[src/hdl/poi_pkg.sv]
`default_nettype none
package poi_pkg;

  localparam int CORDIC_STEPS_DEF = 20;
  localparam int CNT_W = 6;
  localparam int DIV_STEPS = 18;
  localparam int IN_W = 160;
  localparam int OUT_W = 288;
  localparam int RATIO_W = 24;
  localparam int POS_W = 48;
  localparam int DVD_W = 72;

  localparam logic [RATIO_W-1:0] RATIO_RST = 24'd65536;
  localparam logic [31:0] TURN_PER_RAD = 32'd683565276;
  localparam logic [13:0] DIV_K = 14'd15625;
  localparam logic [95:0] HALF_YAW = 96'd15625 << 21;
  localparam logic [95:0] HALF_POS = 96'd15625 << 27;
  localparam logic signed [33:0] COR_X0 = 34'sd652032874;
  localparam logic signed [33:0] Q30_ONE = 34'sd1073741824;
  localparam logic signed [33:0] HALF_TURN = 34'sd2147483648;

  typedef enum logic [1:0] {
    SEL_YAW = 2'd0,
    SEL_X   = 2'd1,
    SEL_Y   = 2'd2
  } poi_sel_t;

  typedef enum logic [10:0] {
    ST_IDLE  = 11'b00000000001,
    ST_MDT   = 11'b00000000010,
    ST_MLO   = 11'b00000000100,
    ST_MHI   = 11'b00000001000,
    ST_DLOAD = 11'b00000010000,
    ST_DIV   = 11'b00000100000,
    ST_UPD   = 11'b00001000000,
    ST_CLOAD = 11'b00010000000,
    ST_CSTEP = 11'b00100000000,
    ST_CDONE = 11'b01000000000,
    ST_OUT   = 11'b10000000000
  } poi_state_t;

  typedef struct packed {
    logic       load;
    logic       mul_dt;
    logic       mul_lo;
    logic       mul_hi;
    logic       div_load;
    logic       div_step;
    logic       upd;
    logic       cor_load;
    logic       cor_step;
    logic       cor_done;
    logic       half;
    logic       out_load;
    poi_sel_t   sel;
    logic [4:0] idx;
  } poi_cmd_t;

  typedef struct packed {
    logic out_free;
  } poi_stat_t;

  function automatic logic [29:0] atan_lut(input logic [4:0] i);
    logic [29:0] r;
    unique case (i)
      5'd0:  r = 30'd536870912;
      5'd1:  r = 30'd316933406;
      5'd2:  r = 30'd167458907;
      5'd3:  r = 30'd85004756;
      5'd4:  r = 30'd42667331;
      5'd5:  r = 30'd21354465;
      5'd6:  r = 30'd10679838;
      5'd7:  r = 30'd5340245;
      5'd8:  r = 30'd2670163;
      5'd9:  r = 30'd1335087;
      5'd10: r = 30'd667544;
      5'd11: r = 30'd333772;
      5'd12: r = 30'd166886;
      5'd13: r = 30'd83443;
      5'd14: r = 30'd41722;
      5'd15: r = 30'd20861;
      5'd16: r = 30'd10430;
      5'd17: r = 30'd5215;
      5'd18: r = 30'd2608;
      5'd19: r = 30'd1304;
      5'd20: r = 30'd652;
      5'd21: r = 30'd326;
      5'd22: r = 30'd163;
      5'd23: r = 30'd81;
      5'd24: r = 30'd41;
      5'd25: r = 30'd20;
      5'd26: r = 30'd10;
      5'd27: r = 30'd5;
      5'd28: r = 30'd3;
      5'd29: r = 30'd1;
      5'd30: r = 30'd1;
      default: r = 30'd0;
    endcase
    return r;
  endfunction

endpackage
`default_nettype wire

[src/hdl/poi_ctrl.sv]
`default_nettype none
module poi_ctrl
  import poi_pkg::*;
#(
  parameter int CORDIC_STEPS = CORDIC_STEPS_DEF
) (
  input  wire        clk,
  input  wire        rst_n,
  input  wire        in_valid,
  output logic       in_ready,
  input  poi_stat_t  stat,
  output poi_cmd_t   cmd
);

  localparam int ROT_N = (CORDIC_STEPS > 32) ? 32 : CORDIC_STEPS;

  poi_state_t state_r, state_nxt;
  poi_sel_t   sel_r, sel_nxt;
  logic       half_r, half_nxt;
  logic [CNT_W-1:0] cnt_r, cnt_nxt;

  always_comb begin
    state_nxt = state_r;
    sel_nxt   = sel_r;
    half_nxt  = half_r;
    cnt_nxt   = cnt_r;
    in_ready  = 1'b0;
    cmd       = '0;
    cmd.sel   = sel_r;
    cmd.half  = half_r;
    cmd.idx   = cnt_r[4:0];
    unique case (state_r)
      ST_IDLE: begin
        in_ready = 1'b1;
        if (in_valid) begin
          cmd.load  = 1'b1;
          sel_nxt   = SEL_YAW;
          half_nxt  = 1'b0;
          state_nxt = ST_MDT;
        end
      end
      ST_MDT: begin
        cmd.mul_dt = 1'b1;
        state_nxt  = ST_MLO;
      end
      ST_MLO: begin
        cmd.mul_lo = 1'b1;
        state_nxt  = ST_MHI;
      end
      ST_MHI: begin
        cmd.mul_hi = 1'b1;
        state_nxt  = ST_DLOAD;
      end
      ST_DLOAD: begin
        cmd.div_load = 1'b1;
        cnt_nxt      = '0;
        state_nxt    = ST_DIV;
      end
      ST_DIV: begin
        cmd.div_step = 1'b1;
        if (cnt_r == CNT_W'(DIV_STEPS - 1)) begin
          state_nxt = ST_UPD;
        end else begin
          cnt_nxt = cnt_r + 1'b1;
        end
      end
      ST_UPD: begin
        cmd.upd = 1'b1;
        unique case (sel_r)
          SEL_YAW: begin
            half_nxt  = 1'b0;
            state_nxt = ST_CLOAD;
          end
          SEL_X: begin
            sel_nxt   = SEL_Y;
            state_nxt = ST_MDT;
          end
          SEL_Y: begin
            half_nxt  = 1'b1;
            state_nxt = ST_CLOAD;
          end
          default: state_nxt = ST_IDLE;
        endcase
      end
      ST_CLOAD: begin
        cmd.cor_load = 1'b1;
        cnt_nxt      = '0;
        state_nxt    = ST_CSTEP;
      end
      ST_CSTEP: begin
        cmd.cor_step = 1'b1;
        if (cnt_r == CNT_W'(ROT_N - 1)) begin
          state_nxt = ST_CDONE;
        end else begin
          cnt_nxt = cnt_r + 1'b1;
        end
      end
      ST_CDONE: begin
        cmd.cor_done = 1'b1;
        if (half_r) begin
          state_nxt = ST_OUT;
        end else begin
          sel_nxt   = SEL_X;
          state_nxt = ST_MDT;
        end
      end
      ST_OUT: begin
        if (stat.out_free) begin
          cmd.out_load = 1'b1;
          state_nxt    = ST_IDLE;
        end
      end
      default: state_nxt = ST_IDLE;
    endcase
  end

  always_ff @(posedge clk) begin
    if (!rst_n) begin
      state_r <= ST_IDLE;
      sel_r   <= SEL_YAW;
      half_r  <= 1'b0;
      cnt_r   <= '0;
    end else begin
      state_r <= state_nxt;
      sel_r   <= sel_nxt;
      half_r  <= half_nxt;
      cnt_r   <= cnt_nxt;
    end
  end

endmodule
`default_nettype wire

[config.mk]
export PLATFORM = sky130hd
export DESIGN_NAME = poi_ctrl
export DESIGN_NICKNAME = d
export VERILOG_FILES = /design/src/hdl/poi_pkg.sv /design/src/hdl/poi_ctrl.sv
export SDC_FILE = /design/constraint.sdc
export NUM_CORES = 1
export LEC_CHECK = 0
export ABC_AREA = 1
export ABC_CLOCK_PERIOD_IN_PS = 1600
export BUFFER_PORTS_ARGS = -buffer_cell sky130_fd_sc_hd__buf_2
export CORE_MARGIN = 3
export CORE_UTILIZATION = 40
export CTS_BUF_LIST = sky130_fd_sc_hd__clkbuf_8
export CTS_CLUSTER_SIZE = 20
export DETAILED_ROUTE_END_ITERATION = 6
export SLEW_MARGIN = 20
export SYNTH_ARGS = -nofsm -noshare
export SYNTH_HDL_FRONTEND = slang
export SYNTH_SLANG_ARGS = --single-unit
export TNS_END_PERCENT = 1
[constraint.sdc]
create_clock -name clk -period 1.6 [get_ports clk]
set_input_delay 0.32 -clock clk [delete_from_list [all_inputs] [get_ports clk]]
set_output_delay 0.32 -clock clk [all_outputs]
set_load 0.01 [all_outputs]
==> summary.md <==
| Metric | Value |
|---|---|
| Worst EP arrival | `1330 ps` |
| Layout cell share with drive strength beyond 1 | `0.308` |
| Seq/Total Area, Yosys | `0.295` |
| Delay-heaviest family, CP | `simple AND/OR/NAND/NOR gates` |
| CTS tree | `built` |
| Main area contributors after synthesis | `dfxtp_1 (29%), nand2_1 (14%), inv_1 (12%)` |
| # rows | `20` |
| CP cell instances | `nor2_4 -> nand2_4 -> nor2_4 -> nand2_2 -> inv_1 -> buf_2` |
| Maxcap violations | `0` |
| CP endpoint kind | `output pin` |
| FF-to-FF Start | `cnt_r[0]` |
| GR Util All Layers | `0.168` |
| Routed WL | `3.14 mm` |
| DIE WIDTH | `around 64 um` |
| CP endpoint | `cmd[12]` |
| # diodes | `0` |
| Overflow left after global routing | `0` |
| Leakage | `0.975 nW` |
| Area of the die | `between 4000 and 5000 um2` |
| Clock-pin slew on the worst setup and hold paths | `80 ps` |
| Avg WL per Cell | `10.8 um` |
| Routability Congestion | `0.794` |
| Period minus WS final | `1650 ps` |
| Post-synth EDFFs | `0` |
| FILL cells | `329` |
| Worst path slowest cell | `dfxtp_2` |
| Most common cell in the netlist | `nand2_1` |
| Synthesized flop and latch total | `20` |
| Syn avg cell area | `6.23 um2` |
| Area Overhead vs Synth | `24.1%` |
| CTS Sinks | `20` |
| Failing checks | `negative setup slack` |
| Most used DFF post-synth | `dfxtp_1` |
| Unrepaired setup endpoints after global routing | `true` |
| Initial antenna violation count | `0` |
| Worst Max-Slew Pin Slew | `roughly 370 ps` |
| Multi-input logic area | `790 um2` |
| Post-layout util | `0.535` |
| Post-route cell area | `1690 um2` |
| Layout Skew | `slightly above 2 ps` |
| Vias in the first global route | `1242` |
| Clock Root Buffer | `clkbuf_8` |
| Fin Setup TNS | `-205 ps` |
| Max clock buf depth | `2` |
| Crit path depth | `6` |
| VDD IR max | `0.350 mV` |
| Via-per-instance ratio | `between 4 and 5` |
| Die height | `roughly 64 um` |
| Hpwl dp | `around 2.4 mm` |
| Pre-antenna DRT Iters | `4` |
| CTS Buf Count | `3` |
| Max-slew violations | `0` |
| Worst Setup Start Kind | `register` |
| Initial DRC count | `between 70 and 80` |
| First-pass GRT wire length | `5.59 mm` |
| Outcome | `complete, but fails checks` |
| DP Area | `1540 um2` |
| Worst skew pair latency | `260 ps` |
| Share of the synthesized area in the top cell type | `0.295` |
| Buffers and inverters on the worst path | `2` |
| Most used cell, CP | `nor2_4` |
| Residual DRC | `0` |
| Flip-flop and latch area | `407 um2` |
| Critical Path RT | `1280 ps` |
| Final hold violations | `0` |
| YS warnings | `0` |
| CP peak stage delay | `350 ps` |
| Distinct cells, synth | `27` |
| Port Buffers | `23` |
| Initial Util | `0.431` |
| Leading cell types by count after synthesis | `nand2_1 (50), inv_1 (44), nor2_1 (29), nand3_1 (27), dfxtp_1 (20)` |
| Post-Syn Nets | `224` |
| CP Launch Point | `state_r[3]` |
| Period utilization | `1.03` |
| Reg2Reg Setup Slack | `10 ps` |
| Core footprint | `3150 um2` |
| Reg2reg path depth | `6` |
| Worst-path fanout max | `6` |
| Hold WS | `399 ps` |
| Post-synthesis cell area | `1360 um2` |
| Slew HR | `0.754` |
| Post-Synthesis Cells | `roughly 220` |
| FMAX | `605 MHz` |
| Setup CP Type | `reg -> out` |
| Final setup vio count | `8` |
| H-tree Lvls | `1` |
| PnR worst setup slack | `-54.1 ps` |
| Post-synthesis async set-or-reset flop share | `0` |
| Final #Nets | `255` |
| Largest net degree at the start of global routing | `15` |
| Yosys top cell by area | `dfxtp_1` |
| Antenna Nets Post-Route | `0` |
| Cell area power density | `1110 nW/um2` |
| Reg2reg end | `state_r[9]` |
| Hold crit path type | `in -> reg` |
| Via count | `around 1400` |
| Top-Level Pins | `24` |
-- kinds of logic (layout without fill, tap and decap cells) --
group	count (synthesis)	in the layout	synth area share
XOR/XNOR	1	1	0.00645
flip-flops	20	20	0.295
buffers and inverters	54	83	0.175
AND/OR/NAND/NOR	129	129	0.453
adder cells (fa/ha/maj)	2	2	0.0184
AO/OA/AOI/OAI	12	12	0.0525
-- timing repair --
action,CTS,global route
gates cloned,0,0
hold buffers,0,0
endpoints found under the setup margin,12,23
gates resized for setup,15,18
pin swaps,6,5
buffers inserted,2,0
-- per-stage QoR --
stage	setup slack, ps	power (mW)	cells
after global placement	62.4	1.46	287
after global routing	-137	2.03	291
final	-54.1	1.86	291
after detailed placement	69.7	1.45	287
after floorplan	185	1.23	218
after CTS	-49.4	1.83	291
-- final cells by class --
| type | instances | share of cell area |
|---|---|---|
| timing repair buffer | 35 | 0.131 |
| sequential | 20 | 0.241 |
| tap | 44 | 0.0327 |
| multi-input combinational | 144 | 0.468 |
| inverter | 45 | 0.102 |
| clock buffer | 3 | 0.0245 |
-- placed cells by master (no fill, tap or decap), types with 2 or more instances in the layout --
| master | n |
|---|---|
| o21ai_0 | 3 |
| inv_1 | 39 |
| nor2_4 | 7 |
| nand2_4 | 4 |
| dfxtp_1 | 15 |
| buf_6 | 3 |
| nand3_1 | 27 |
| dfxtp_2 | 5 |
| buf_2 | 21 |
| a21oi_1 | 5 |
| a21oi_2 | 2 |
| nor3_1 | 3 |
| buf_4 | 11 |
| nor2_1 | 24 |
| nand2_2 | 6 |
| inv_2 | 5 |
| clkbuf_8 | 3 |
| nor2_2 | 4 |
| nand2_1 | 44 |
| ha_1 | 2 |
| nand4_1 | 4 |
-- worst reg2reg max path: stages (launching register included) --
cell and delay, ps:
dfxtp_1 410, ha_1 170, nand3_1 80, nand3_1 170, nand2_1 130, buf_4 160, nor4_1 330
-- registers in the layout, summed over array words and instances (netlist names) --
signal / count
state_r: 11
cnt_r: 6
sel_r: 2
half_r: 1
-- metal layers --
layer  vias to the layer above  track usage  share of wire
met2                        26        0.272           0.46
li1                        724            -              -
met3                         4       0.0246          0.032
met4                         0       0.0554          0.012
met1                       619        0.227           0.49
met5                         -            0              0
-- worst min path at each step --
stage                         from    endpoint  slack (ps)  cells past startpoint
after global routing         rst_n  state_r[1]         420                      3
final                        rst_n  state_r[1]         400                      3
after detailed placement  sel_r[0]    sel_r[0]         480                      2
after CTS                    rst_n  state_r[1]         400                      3
after floorplan              rst_n    cnt_r[0]         460                      2
after global placement    sel_r[0]    sel_r[0]         470                      2
-- power breakdown --
part | internal [mW] | switching (mW)
Combinational | 0.344 | 0.565
Sequential | 0.556 | 0.0575
Clock | 0.168 | 0.172
Note: power is estimated with default switching activity, not from simulation.
